===== config.mk =====
export PLATFORM = sky130hd
export DESIGN_NAME = bp3d_axis
export DESIGN_NICKNAME = d
export VERILOG_FILES = /design/src/hw/rtl/bp3d_pkg.sv /design/src/hw/rtl/bp3d_axis.sv
export SDC_FILE = /design/constraint.sdc
export NUM_CORES = 1
export LEC_CHECK = 0
export ABC_CLOCK_PERIOD_IN_PS = 15860
export BUFFER_PORTS_ARGS = -buffer_cell sky130_fd_sc_hd__buf_2
export CELL_PAD_IN_SITES_DETAIL_PLACEMENT = 1
export CELL_PAD_IN_SITES_GLOBAL_PLACEMENT = 1
export CORE_MARGIN = 8
export CORE_UTILIZATION = 51
export CTS_BUF_LIST = sky130_fd_sc_hd__clkbuf_8 sky130_fd_sc_hd__clkbuf_16
export CTS_CLUSTER_DIAMETER = 100
export DETAILED_ROUTE_END_ITERATION = 6
export PLACE_DENSITY = 0.9
export SKIP_CTS_REPAIR_TIMING = 1
export SLEW_MARGIN = 0
export SYNTH_ARGS = -nofsm -noshare
export SYNTH_HDL_FRONTEND = slang
export SYNTH_SLANG_ARGS = --single-unit

===== constraint.sdc =====
create_clock -name aclk -period 15.86 [get_ports aclk]
set_input_delay 4.758 -clock aclk [delete_from_list [all_inputs] [get_ports aclk]]
set_output_delay 4.758 -clock aclk [all_outputs]
set_load 0.1 [all_outputs]

===== src/hw/rtl/bp3d_pkg.sv =====
package bp3d_pkg;

    localparam int RANK_W      = 30;
    localparam int PROC_W      = 11;
    localparam int PT_W        = 16;
    localparam int PLANE_W     = 2 * PROC_W;
    localparam int COORD_W     = 10;
    localparam int CNT_W       = 17;
    localparam int GH_W        = 4;
    localparam int IN_TDATA_W  = 32;
    localparam int OUT_TDATA_W = 136;
    localparam int CFG_ADDR_W  = 3;
    localparam int CFG_DATA_W  = 16;

    // limits tied to PROC_W and PT_W above
    localparam int MAX_PROCS_PER_AXIS = 1024;
    localparam int MAX_POINTS         = 65535;

    typedef enum logic [CFG_ADDR_W-1:0] {
        REG_X_PROCS  = 3'd0,
        REG_Y_PROCS  = 3'd1,
        REG_Z_PROCS  = 3'd2,
        REG_X_POINTS = 3'd3,
        REG_Y_POINTS = 3'd4,
        REG_Z_POINTS = 3'd5,
        REG_GHOST    = 3'd6,
        REG_SYM_X    = 3'd7
    } cfg_reg_t;

    typedef struct packed {
        logic [PROC_W-1:0] procs;
        logic [GH_W-1:0]   ghost;
        logic              sym;
    } axis_cfg_t;

endpackage


===== src/hw/rtl/bp3d_axis.sv =====
module bp3d_axis
    import bp3d_pkg::*;
(
    input  logic              aclk,
    input  logic              en,
    input  axis_cfg_t         cfg,
    input  logic [PT_W-1:0]   q,
    input  logic [PROC_W-1:0] r,
    input  logic [PROC_W-1:0] me,
    output logic [CNT_W-1:0]  cnt,
    output logic [CNT_W-1:0]  org,
    output logic              sym_err
);

    logic                odd_mid, err_next;
    logic [PROC_W-1:0]   h, mid, top_start, lo, hi, add_next;
    logic                in_top, is_mid, past_mid, extra_next;
    logic [PT_W+PROC_W-1:0] prod;
    logic                first_next, lastn_next;

    logic [CNT_W-1:0]    prod_reg;
    logic [PT_W-1:0]     q_reg;
    logic [PROC_W-1:0]   add_reg;
    logic                extra_reg, err_reg, first_reg, lastn_reg;

    logic [CNT_W-1:0]    g, g_lo, g_hi;

    always_comb begin
        err_next   = cfg.sym && r[0] && !cfg.procs[0];
        odd_mid    = cfg.sym && r[0];
        // plain split is the symmetric one with no upper block and no middle node
        h          = cfg.sym ? (r >> 1) : r;
        mid        = cfg.procs >> 1;
        top_start  = cfg.procs - h;
        in_top     = cfg.sym && (me >= top_start);
        is_mid     = odd_mid && (me == mid);
        past_mid   = odd_mid && (me > mid);
        extra_next = (me < h) || in_top || is_mid;
        lo         = (me < h) ? me : h;
        hi         = (cfg.sym && (me > top_start)) ? (me - top_start) : '0;
        add_next   = lo + hi + PROC_W'(past_mid);
        prod       = q * me;
        first_next = (me == '0);
        lastn_next = ({1'b0, me} + (PROC_W+1)'(1)) < {1'b0, cfg.procs};
    end

    always_ff @(posedge aclk) begin
        if (en) begin
            prod_reg  <= prod[CNT_W-1:0];
            q_reg     <= q;
            add_reg   <= add_next;
            extra_reg <= extra_next;
            err_reg   <= err_next;
            first_reg <= first_next;
            lastn_reg <= lastn_next;
        end
    end

    always_comb begin
        g    = CNT_W'(cfg.ghost);
        g_lo = first_reg ? '0 : g;
        g_hi = lastn_reg ? g : '0;
        if (err_reg) begin
            cnt = '0;
            org = '0;
        end else begin
            cnt = CNT_W'(q_reg) + CNT_W'(extra_reg) + g_lo + g_hi;
            org = prod_reg + CNT_W'(add_reg) - g_lo;
        end
        sym_err = err_reg;
    end

endmodule


======== After elaboration in Yosys (flattened, before gate mapping) ========
Index checks and enable logic that the tools add are counted.
cells by class
  muxes and demuxes ....................... 7
  $lt $le $gt $ge ......................... 5
  add/subtract/negate cells ............... 10
  multiply operators ...................... 1
  eq/ne operators ......................... 1
  reductions and logical operators ........ 10
operators with widths
  operator               number
  $add 17x4->17          2
  $mux 17                2
  $mux 11                3
  $sub 11x11->11         2
  $add 16x1->17          1
  $add 17x11->17         1
  $mul 16x11->17         1
  $sub 17x4->17          1
  $add 11x1->12 const B  1
  $lt 12x11->1           1
  $add 11x1->11          1
  $add 11x11->11         1
  $eq 11x10->1           1
  $ge 11x11->1           1
  $gt 11x10->1           1
  $gt 11x11->1           1
  $logic_not 11->1       1
  $lt 11x11->1           1
  $mux 4                 2
  $logic_and 1x1->1      6
  $logic_or 1x1->1       2
  $logic_not 1->1        1
word-level totals
  register bits after elaboration ......... 48
  word-level logic and storage cells ...... 41
  output and inout port bits .............. 35

======== Longest topological paths before layout ========
  depth in word-level cells ............... 7
  mapped depth ............................ 29

======== Worst setup path after synthesis ========
No wires, ideal clock.
  path type ............................... in2out
  start ................................... input cfg[2] in the netlist's numbering
  end ..................................... output org[14]
  data required time ...................... 11.102 ns
  setup slack ............................. 2.191 ns
  arrival ................................. 8.911 ns
  stages on the path ...................... 11
  cell sequence ........................... nor2b_1 -> fa_1 -> inv_1 -> fa_1 -> a211oi_2 -> o211ai_1 -> nand4_1 -> a31oi_1 -> o21a_1 -> o21a_1 -> nor3_1
on the way
  cells in the longest elaborated chain, start to end .. 3
ends and longest elaborated chain
  item             line             RTL
  start, declared  bp3d_axis.sv:6   input axis_cfg_t cfg,
  $mux 4           bp3d_axis.sv:61  g_lo = first_reg ? '0 : g;
  $sub 17x4->17    bp3d_axis.sv:68  org = prod_reg + CNT_W'(add_reg) - g_lo;
  $mux 17          bp3d_axis.sv:63  if (err_reg) begin
  end, declared    bp3d_axis.sv:11  output logic [CNT_W-1:0] org,
Every way passes these cells.

======== Worst setup path in the final report ========
Ends and elaborated chain as after synthesis.

==> results.py <==
metrics = {
    "routing": {
        "drt.antenna.violating_nets": 0,
        "wire_per_inst_um": 20.8,
        "drt_iter0_markers": 372,
        "drtPass1Iterations": 5,
        "via_count": 7838,
        "vias_per_cell": 5.80,
        "wirelength_um": 28100,
        "route.detailed.drc": 0,
    },
    "timing": {
        "fin_crit_sh_pct": 80.3,
        "worst_slew_pin_slew_ns": 1.11,
        "setup_violations": 0,
        "rsz0062_at_grt": "no",
        "setup_slack_ns": 3.13,
        "hold_viol": 0,
        "holdWs_ns": 4.77,
        "finalMaxSlewViolations": 0,
        "fmax_mhz": 78.6,
        "finalSetupTns_ns": 0,
        "slew_headroom_pct": 25.8,
        "period_needed_ns": 12.73,
    },
    "yosys": {
        "synth_compound_area_share_pct": 12.2,
        "synth_edf_count": 48,
        "synth_cell_type_count": 56,
        "netlist_area_um2": 9340,
        "yosys_warnings": 0,
        "synth_xor_area_share_pct": 7.68,
        "syn-num-nets": 1339,
        "async_flop_share_pct": 0,
        "ys_seq_area_share_pct": 15.4,
        "synth-simple-area-share_pct": 17.1,
        "synthAdderAreaFrac_pct": 37.7,
        "syn_area_per_cell_um2": 8.81,
        "muxShareOfSynthArea_pct": 2.26,
        "postSynthCellCount": 1060,
        "synth_top_family_by_area": "adder cells",
        "ys_seq_elements": 48,
        "post-synth-top-count-cell": "inv_1",
        "synth_ff_type": "edfxtp_1",
        "yosysTopAreaCellShare_pct": 20.8,
        "yosysTopAreaCell": "fa_1",
        "synth_common_cells": "152 x inv_1, 126 x ha_1, 111 x nand2_1, 97 x fa_1, 71 x nor2_1",
        "yosys-top-cells-area": "fa_1 21%, ha_1 17%, edfxtp_1 15%",
    },
    "pwr": {
        "max-vdd-ir-drop_mv": 0.358,
        "power_density_nw_per_um2": 206,
        "power.leakage_nw": 4.86,
    },
    "layout": {
        "utilization_pct": 56.3,
        "syn2layout_area_growth_pct": 8.40,
        "antennaDiodeCount": 0,
        "largest_register_ffs": 17,
        "fin_nets": 1402,
        "drive_gt1_share_pct": 9.44,
        "stdcell_count": 1352,
        "fill_cells": 2157,
    },
    "global_routing": {
        "grt_max_degree": 49,
        "grt.overflow.total": 0,
        "grt_util_all_layers_pct": 25.3,
        "antenna_found_initial": 0,
        "grt_pass1_wl_um": 45100,
        "grt_pass1_vias": 8934,
    },
    "critical_path": {
        "cp-end-kind": "primary output",
        "max_stage_delay_ns": 0.51,
        "critPathMaxFanout": 3,
        "cp_num_buf_inv": 3,
        "path_class": "in -> out",
        "crit_chain": "buf_2, nor2b_1, fa_1, inv_1, fa_1, a211oi_2, o211ai_1, nand4_1, a31oi_1, o21a_1, o21a_1, nor3_1, buf_2",
        "critPathLaunchType": "primary input",
        "cp_top_family": "compound AO/OA/AOI/OAI gates",
        "critPathSlowestCell": "fa_1",
        "arrival_ns": 7.97,
        "crit_required_ns": 11.10,
    },
    "placed_design": {
        "portBuffers": 90,
        "place.gp.congestion": 0.846,
        "hpwl_um": 23100,
        "pre_cts_ws_ns": 3.17,
        "dpl.cell_count": 1345,
    },
    "status": {
        "status": "finished, final reports clean",
    },
    "hold_path": {
        "worstHoldPathType": "in -> reg",
    },
    "job": {
        "maxCapViolCount": 0,
    },
    "floorplanning": {
        "die-area_um2": 22900,
        "rows": 49,
        "die_x_um": 151,
        "die_h_um": 151,
        "start_util_pct": 52.0,
        "ios": 91,
        "core_um2": 18000,
    },
    "cts": {
        "numCtsBuffers": 5,
        "clockBufferDepth": 2,
        "root_buffer": "clkbuf_16",
        "clkTransAtPathRegs_ns": 0.06,
        "cts_tree": "yes",
        "h-tree-depth": 2,
        "clock_sinks": 48,
    },
}
-- final cells by class --
cell class / count / area, µm² / area share (%)
clock buffer: 5 / 125 / 1.24
clock inverter: 2 / 60.1 / 0.593
inverter: 152 / 571 / 5.64
multi-input combinational: 825 / 7180 / 70.9
sequential: 48 / 1440 / 14.2
tap: 229 / 287 / 2.83
timing repair buffer: 91 / 458 / 4.52
-- cells in the final DEF, fill, tap and decap left out, drive strengths merged, types with 5 or more instances in the layout --
master    n
mux2i    20
nor2     71
and3      5
nand2   112
o21ai    38
xor2     24
a21o     29
nor3     17
clkbuf    5
a211oi   15
xnor2    57
buf      91
nand3    17
o21a     20
and2     52
edfxtp   48
inv     152
nor2b    22
ha      126
fa       97
nand2b   10
a21oi    35
nand4    11
-- worst paths after layout --
kind	start	slack, ns	depth (start not counted)	endpoint
worst max-delay path	cfg[2]	3.13	13	org[14]
worst min-delay path	q[15]	4.77	1	q_reg[15]
-- metal layers --
layer / vias to the layer above / part of all wire (%) / global-route usage, % / wire length, µm
li1: 3638 / - / - / -
met2: 247 / 50 / 45.7 / 14100
met5: - / 0 / 0 / 0
met4: 0 / 3.6 / 11.0 / 1010
met1: 3878 / 41 / 28.8 / 11500
met3: 75 / 5.5 / 4.09 / 1560
-- logic make-up after synthesis --
| kind of cell | after synthesis |
|---|---|
| and+or+nand+nor | 332 |
| adders and majority gates | 223 |
| buffers and inverters | 187 |
| AOI/OAI and AO/OA | 168 |
| xor gates and xnor gates | 81 |
| DFF | 48 |
| muxes | 21 |
-- where the power goes --
part           internal [mW]  total (mW)  leakage (nW)  switching [mW]
sequential             0.213       0.231         0.469          0.0175
combinational          0.581        1.73          4.30            1.14
clock                 0.0894       0.134        0.0899          0.0449
-- metrics by stage --
step | total power, mW | area [µm²]
2_1_floorplan | 1.55 | 9340
3_3_place_gp | 1.82 | 9940
3_5_place_dp | 1.94 | 9940
4_1_cts | 2.10 | 10100
5_1_grt | 2.25 | 10100
6_report | 2.09 | 10100
Note: power is estimated with default switching activity, not from simulation.
