===== config.mk =====
export PLATFORM = sky130hd
export DESIGN_NAME = bp3d_divider
export DESIGN_NICKNAME = d
export VERILOG_FILES = /design/src/hw/rtl/bp3d_pkg.sv /design/src/hw/rtl/bp3d_div_cell.sv /design/src/hw/rtl/bp3d_divider.sv
export SDC_FILE = /design/constraint.sdc
export NUM_CORES = 2
export LEC_CHECK = 0
export BUFFER_PORTS_ARGS = -buffer_cell sky130_fd_sc_hd__buf_2
export CAP_MARGIN = 20
export CELL_PAD_IN_SITES_DETAIL_PLACEMENT = 1
export CELL_PAD_IN_SITES_GLOBAL_PLACEMENT = 2
export CORE_MARGIN = 3
export CORE_UTILIZATION = 45
export DETAILED_ROUTE_END_ITERATION = 8
export GPL_ROUTABILITY_DRIVEN = 1
export PLACE_DENSITY = 0.79
export SLEW_MARGIN = 5
export SYNTH_ARGS = -nofsm -noshare
export SYNTH_HDL_FRONTEND = slang
export SYNTH_SLANG_ARGS = --single-unit

===== constraint.sdc =====
create_clock -name aclk -period 9.11 [get_ports aclk]
set_input_delay 1.822 -clock aclk [delete_from_list [all_inputs] [get_ports aclk]]
set_output_delay 1.822 -clock aclk [all_outputs]
set_load 0.05 [all_outputs]

===== src/hw/rtl/bp3d_pkg.sv =====
package bp3d_pkg;

    localparam int RANK_W      = 30;
    localparam int PROC_W      = 11;
    localparam int PT_W        = 16;
    localparam int PLANE_W     = 2 * PROC_W;
    localparam int COORD_W     = 10;
    localparam int CNT_W       = 17;
    localparam int GH_W        = 4;
    localparam int IN_TDATA_W  = 32;
    localparam int OUT_TDATA_W = 136;
    localparam int CFG_ADDR_W  = 3;
    localparam int CFG_DATA_W  = 16;

    // limits tied to PROC_W and PT_W above
    localparam int MAX_PROCS_PER_AXIS = 1024;
    localparam int MAX_POINTS         = 65535;

    typedef enum logic [CFG_ADDR_W-1:0] {
        REG_X_PROCS  = 3'd0,
        REG_Y_PROCS  = 3'd1,
        REG_Z_PROCS  = 3'd2,
        REG_X_POINTS = 3'd3,
        REG_Y_POINTS = 3'd4,
        REG_Z_POINTS = 3'd5,
        REG_GHOST    = 3'd6,
        REG_SYM_X    = 3'd7
    } cfg_reg_t;

    typedef struct packed {
        logic [PROC_W-1:0] procs;
        logic [GH_W-1:0]   ghost;
        logic              sym;
    } axis_cfg_t;

endpackage


===== src/hw/rtl/bp3d_div_cell.sv =====
module bp3d_div_cell
    import bp3d_pkg::*;
#(
    parameter int NW = 30,
    parameter int DW = 22
) (
    input  logic          aclk,
    input  logic          en,
    input  logic [DW-1:0] den,
    input  logic [DW-1:0] rem_in,
    input  logic [NW-1:0] num_in,
    input  logic [NW-1:0] quo_in,
    output logic [DW-1:0] rem_out,
    output logic [NW-1:0] num_out,
    output logic [NW-1:0] quo_out
);

    logic [DW:0]   trial;
    logic [DW:0]   diff;
    logic          ge;
    logic [DW-1:0] rem_reg, rem_next;
    logic [NW-1:0] num_reg, num_next;
    logic [NW-1:0] quo_reg, quo_next;

    // one restoring step: bring down the next dividend bit, subtract if it fits
    always_comb begin
        trial    = {rem_in, num_in[NW-1]};
        ge       = (trial >= {1'b0, den});
        diff     = trial - {1'b0, den};
        rem_next = ge ? diff[DW-1:0] : trial[DW-1:0];
        num_next = {num_in[NW-2:0], 1'b0};
        quo_next = {quo_in[NW-2:0], ge};
    end

    always_ff @(posedge aclk) begin
        if (en) begin
            rem_reg <= rem_next;
            num_reg <= num_next;
            quo_reg <= quo_next;
        end
    end

    assign rem_out = rem_reg;
    assign num_out = num_reg;
    assign quo_out = quo_reg;

endmodule


===== src/hw/rtl/bp3d_divider.sv =====
module bp3d_divider
    import bp3d_pkg::*;
#(
    parameter int LANES = 1,
    parameter int NW    = 30,
    parameter int DW    = 22
) (
    input  logic                      aclk,
    input  logic                      aresetn,
    input  logic                      en,
    input  logic                      vld_in,
    input  logic [LANES-1:0][NW-1:0]  num_in,
    input  logic [LANES-1:0][DW-1:0]  den,
    output logic                      vld_out,
    output logic [LANES-1:0][NW-1:0]  quo_out,
    output logic [LANES-1:0][DW-1:0]  rem_out
);

    logic [LANES-1:0][NW:0][DW-1:0] rem_c;
    logic [LANES-1:0][NW:0][NW-1:0] num_c;
    logic [LANES-1:0][NW:0][NW-1:0] quo_c;
    logic [NW-1:0]                  vld_reg;

    for (genvar l = 0; l < LANES; l++) begin : g_lane
        assign rem_c[l][0] = '0;
        assign num_c[l][0] = num_in[l];
        assign quo_c[l][0] = '0;
        for (genvar k = 0; k < NW; k++) begin : g_cell
            bp3d_div_cell #(.NW(NW), .DW(DW)) u_cell (
                .aclk    (aclk),
                .en      (en),
                .den     (den[l]),
                .rem_in  (rem_c[l][k]),
                .num_in  (num_c[l][k]),
                .quo_in  (quo_c[l][k]),
                .rem_out (rem_c[l][k+1]),
                .num_out (num_c[l][k+1]),
                .quo_out (quo_c[l][k+1])
            );
        end
        assign quo_out[l] = quo_c[l][NW];
        assign rem_out[l] = rem_c[l][NW];
    end

    always_ff @(posedge aclk) begin
        if (!aresetn) begin
            vld_reg <= '0;
        end else if (en) begin
            vld_reg <= {vld_reg[NW-2:0], vld_in};
        end
    end

    assign vld_out = vld_reg[NW-1];

endmodule


* Yosys cells after proc, flatten, opt, wreduce, memory -nomap -nowiden
Index checks and enable logic that the tools add are counted.
Storage, ports and cells: register bits after elaboration 1590, bits of input ports 56, output and inout bits 53, latch bits 0, memories kept 0, memory bits (writable) 0, memory bits (read-only) 0, word-level logic and storage cells 181
Operators by class: reduce and logical (&&, ||, !) cells 0, equality and inequality tests 0, div/mod/pow operators 0, $lt $le $gt $ge 30, multipliers 0, multiplexer cells 30, $add $sub $neg 30, shift operators 0, bitwise operators 0
Operators with widths (count):
- >= comparator 23 x 22 -> 1 bit | 29
- 2-to-1 mux 22 bit | 29
- subtractor 22 bit | 29
- >= comparator 1 x 22 -> 1 bit | 1
- subtractor 1 x 22 -> 22 bit | 1
- 2-to-1 mux 1 bit | 1

* Logic depth before layout (Yosys ltp)
word-level depth 2, gate-level depth with buffers 13, mapped depth without buffers 13

* Cells and area by module
From an unflattened synthesis, not the netlist that was laid out.
Unflattened totals: cells, all modules 9915, area, all modules 126850.4 sq um
Modules (own cells, without submodules):
- bp3d_div_cell (g_lane[0].g_cell[13].u_cell ...) | area an instance 4192.8 sq um, instances 22, cells an instance 329, seq. area each 2432.3 sq um
- bp3d_div_cell (g_lane[0].g_cell[0].u_cell ...) | area an instance 4200.3 sq um, instances 7, cells an instance 327, seq. area each 2432.3 sq um
- bp3d_div_cell (g_lane[0].g_cell[20].u_cell) | area an instance 4032.6 sq um, instances 1, cells an instance 290, seq. area each 2432.3 sq um
- bp3d_divider | area an instance 1174.9 sq um, instances 1, cells an instance 98, seq. area each 600.6 sq um

* Worst setup path before layout
OpenSTA, ideal clock, no wires.
path type in2reg, start point input port den[1] (netlist bit), end point register g_lane[0].g_cell[1].u_cell.rem_reg[17] (data pin), arrival time 6.494 ns, path buffers 1, required time 8.850 ns, setup slack 2.357 ns, cell stages on the path 12, path through inv_1 > ha_1 > nor2b_1 > o31ai_1 > a21oi_1 > o41a_1 > a41o_1 > a21oi_2 > a21oi_1 > a2111oi_4 > buf_6 > mux2_2
On the way: longest elaborated chain between the ends 2
Ends and longest elaborated chain:
- start: declaration | RTL line bp3d_divider.sv:13 | input logic [LANES-1:0][DW-1:0] den,
- subtractor 22 bit or >= comparator 23 x 22 -> 1 bit (tied branches) | RTL line bp3d_div_cell.sv:29, bp3d_div_cell.sv:28
- 2-to-1 mux 22 bit * | RTL line bp3d_div_cell.sv:30 | rem_next = ge ? diff[DW-1:0] : trial[DW-1:0];
- net g_lane[0].g_cell[1].u_cell.rem_next[17] | RTL line bp3d_div_cell.sv:21 | logic [DW-1:0] rem_reg, rem_next;
- end signal: assignment | RTL line bp3d_div_cell.sv:37 | rem_reg <= rem_next;
- end: declaration | RTL line bp3d_div_cell.sv:21
Mark *: on every way through the listed nets, which the timed path passes. The rest lies on a longest branch. A chain may end at the register's enable or synchronous reset.

* Final worst setup path
start point input port den[2] (netlist bit), end point register g_lane[0].g_cell[1].u_cell.rem_reg[13] (data pin)
The elaborated chain is that of the path after synthesis.

==> run_results.csv <==
group,metric,value,unit
synthesis,synth_area_leaders,"edfxtp_1 (55%), ha_1 (9.4%), mux2_2 (3.7%)",
floorplanning,die_w,441,µm
final_layout,multi_input_area,36500,µm²
clock_network,clock_path_buffers,3,
clock_network,root_buffer,"clkbuf_16",
worst_setup_path,start_kind,"primary input",
worst_hold_path,hold_path.class,"reg2reg",
power,power,35.1,mW
floorplanning,core,188000,µm²
floorplanning,start_util,45.4,%
clock_network,cts_buffers,175,
grt,grt_antenna_before_repair,4,
synthesis,yosys_warnings,0,
worst_setup_path,crit_type,"in2reg",
placement,routabilityCongestion,0.862,
power,ir_drop,0.197,mV
power,power_frac_seq,34.8,%
final_layout,seq_area,47400,µm²
sta,rsz0062_at_grt,"no",
worst_setup_path,endpoint_kind,"flop",
final_layout,syn_to_final_growth,11.4,%
synthesis,synth_seq_cells,1590,
clock_network,clk_latency,840,ps
power,clkPwrFrac,20.2,%
worst_setup_path,crit_start,"den[2]",
power,switching_share,38.0,%
run_status,status,"finished clean",
grt,grt_first_pass_wirelength,338000,µm
worst_hold_path,hp-start,"g_lane[0].g_cell[1].u_cell.num_out[9]",
power,p_int,21.8,mW
grt,overflow,0,
clock_network,cts_sinks,1590,
clock_network,post_cts_buffers,0,
final_layout,largest_register_ffs,660,
drt,drc,0,
sta,fin_crit_sh,61.3,%
drt,num_vias,56200,
clock_network,cts_hold_buf,0,
worst_setup_path,crit_top_cell,"a21oi_1",
synthesis,yosysUniqueCellTypes,80,
sta,tns,0,ps
synthesis,ys_seq_area_share,55.6,%
grt,grt_pass1_vias,58400,
synthesis,async_flop_share,0,%
synthesis,synth_flop_cell,"edfxtp_1",
sta,fin_crit,5580,ps
floorplanning,rows,159,
final_layout,drive_above_1_share,10.8,%
worst_setup_path,cp_slowest_stage_delay,960,ps
sta,relSlewSlack,26.4,%
worst_setup_path,cp_max_fo,19,
floorplanning,die-area,195000,µm²
synthesis,avgSynthCellArea,12.2,µm²
sta,tightestPinTransition,1100,ps
drt,antenna_left,0,
synthesis,syn-num-nets,7689,
worst_setup_path,crit_chain,"buf_2 > inv_2 > ha_1 > o21a_1 > o31ai_1 > a21oi_1 > o41a_1 > a41o_1 > a21oi_2 > a21oi_1 > a2111oi_4 > buf_4 > mux2_1",
final_layout,fill_cells,19300,
drt,post_drt_wl_per_cell,22.4,µm
drt,dr.pass1.iters,6,
power,pwr-share-comb,45.0,%
clock_network,cts_tree,"done",
worst_setup_path,worst_path_max_delay_cell,"a2111oi_4",
power,p_sw,13.3,mW
worst_setup_path,worstPathRequired,9680,ps
drt,viasPerCell,5.73,
grt,grt_use_total,22.3,%
sta,skew,39.9,ps
floorplanning,die_h,441,µm
sta,hold_violations,0,
drt,drt_wl_total,220000,µm
worst_setup_path,r2r_start,"g_lane[0].g_cell[0].u_cell.rem_out[0]",
synthesis,synth-edff-count,1560,
clock_network,path_clk_slew,70,ps
placement,io_buffers,108,
power,power.density,370,nW/µm²
synthesis,synth.largest_area_cell,"edfxtp_1",
sta,slew_violations,0,
clock_network,htreeDepth,4,
synthesis,syn-instance-count,6964,
floorplanning,ios,109,
final_layout,nets,7901,
sta,setup_viol,0,
synthesis,syn_area,85300,µm²
sta,max_freq,179,MHz
clock_network,cts_resized,0,
job,max-cap-violations,0,
grt,grt_start_max_net_pins,187,
synthesis,yosys.area.top_type_share,54.9,%
placement,dpl.hpwl,154000,µm
worst_setup_path,critPathArrivalTime,6150,ps
drt,drtIter0Drc,3321,
power,leakage,36.0,nW
==> worst paths after layout <==
check | depth (start not counted) | slack [ps] | end
min reg2reg | 0 | 390 | g_lane[0].g_cell[2].u_cell.num_out[10]
max | 13 | 3530 | g_lane[0].g_cell[1].u_cell.rem_out[13]
min | 0 | 390 | g_lane[0].g_cell[2].u_cell.num_out[10]
max reg2reg | 11 | 4650 | g_lane[0].g_cell[1].u_cell.rem_out[13]
==> power groups by stage <==
stage,clock network [mW],registers (mW),logic (mW)
final,7.09,12.2,15.8
after global routing,7.63,12.4,17.7
after CTS,7.32,12.3,15.8
after detailed placement,0,12.4,15.7
after global placement,0,12.4,15.2
after floorplan,0,11.8,11.9
==> synthesized netlist by cell type, types with 28 or more instances <==
cell type	number
nor2_1	391
mux2_2	278
dfxtp_1	30
o21a_1	86
o21ai_0	456
o21bai_1	78
nand2_1	507
nor2b_1	91
nand2b_1	69
mux2i_1	52
and3_1	53
nor4_1	29
nand3_1	112
a21boi_0	30
xor2_1	194
o31ai_1	49
nand4_1	95
clkbuf_1	118
a31oi_1	48
o211ai_1	31
a21o_1	256
nor3_1	82
fa_1	29
a21oi_1	595
a211oi_1	62
inv_1	215
o31a_1	28
xnor2_1	323
ha_1	640
edfxtp_1	1560
==> cell usage in the layout (no fill, tap or decap), types with 62 or more instances in the layout <==
cell type     n
nor2b_1      91
edfxtp_1   1560
xor2_1      194
nand2_1     507
mux2_2      278
a211oi_1     62
xnor2_1     323
buf_2       107
nor2_1      390
o21a_1       86
o21ai_0     456
nand3_1     112
buf_4        63
ha_1        640
a21o_1      256
nand2b_1     69
inv_1       194
nand4_1      95
a21oi_1     594
clkbuf_16   177
nor3_1       82
o21bai_1     77
==> routing by layer <==
metal	vias to the layer above	track usage [%]	share of wire, %
met5	-	0	0.0064
met4	2	7.93	3.5
li1	27000	-	-
met1	28000	28.0	43
met3	360	3.00	3.4
met2	908	39.3	50
==> final cells by class <==
| class | count | area share [%] |
|---|---|---|
| antenna | 2 | 0.00527 |
| clock buffer | 207 | 4.79 |
| clock inverter | 110 | 1.33 |
| inverter | 215 | 0.852 |
| multi-input combinational | 5010 | 38.5 |
| sequential | 1590 | 49.9 |
| tap | 2495 | 3.29 |
| timing repair buffer | 184 | 1.35 |
==> cells by family (layout without fill, tap and decap cells) <==
group,count (synthesis),count (layout),share of synthesized area [%]
muxes,351,351,4.56
DFF,1590,1590,55.6
AOI/OAI and AO/OA,1917,1917,14.1
adders and majority gates,669,669,10.1
xor gates and xnor gates,517,517,5.31
buffers and inverters,364,716,1.65
other,0,2,0
and+or+nand+nor,1556,1556,8.64
==> through the flow <==
step	std cells	setup slack, ps	hold WS, ps	instance area [µm²]	utilization (%)
3_5_place_dp	9490	2700	405	89100	47.4
2_1_floorplan	6964	2360	400	85300	-
4_1_cts	9807	3590	381	95000	50.5
5_1_grt	9812	3330	395	95000	50.5
6_report	9813	3530	386	95000	50.5
3_3_place_gp	9490	2830	400	89100	47.4
==> worst max-delay path, delay by kind of cell <==
kind / cells / cell delay, ps
multiplexers: 1 / 350
buffers and inverters: 3 / 1050
AO/OA/AOI/OAI: 8 / 2490
adder cells (fa/ha/maj): 1 / 410
(Power assumes the default switching activity.)
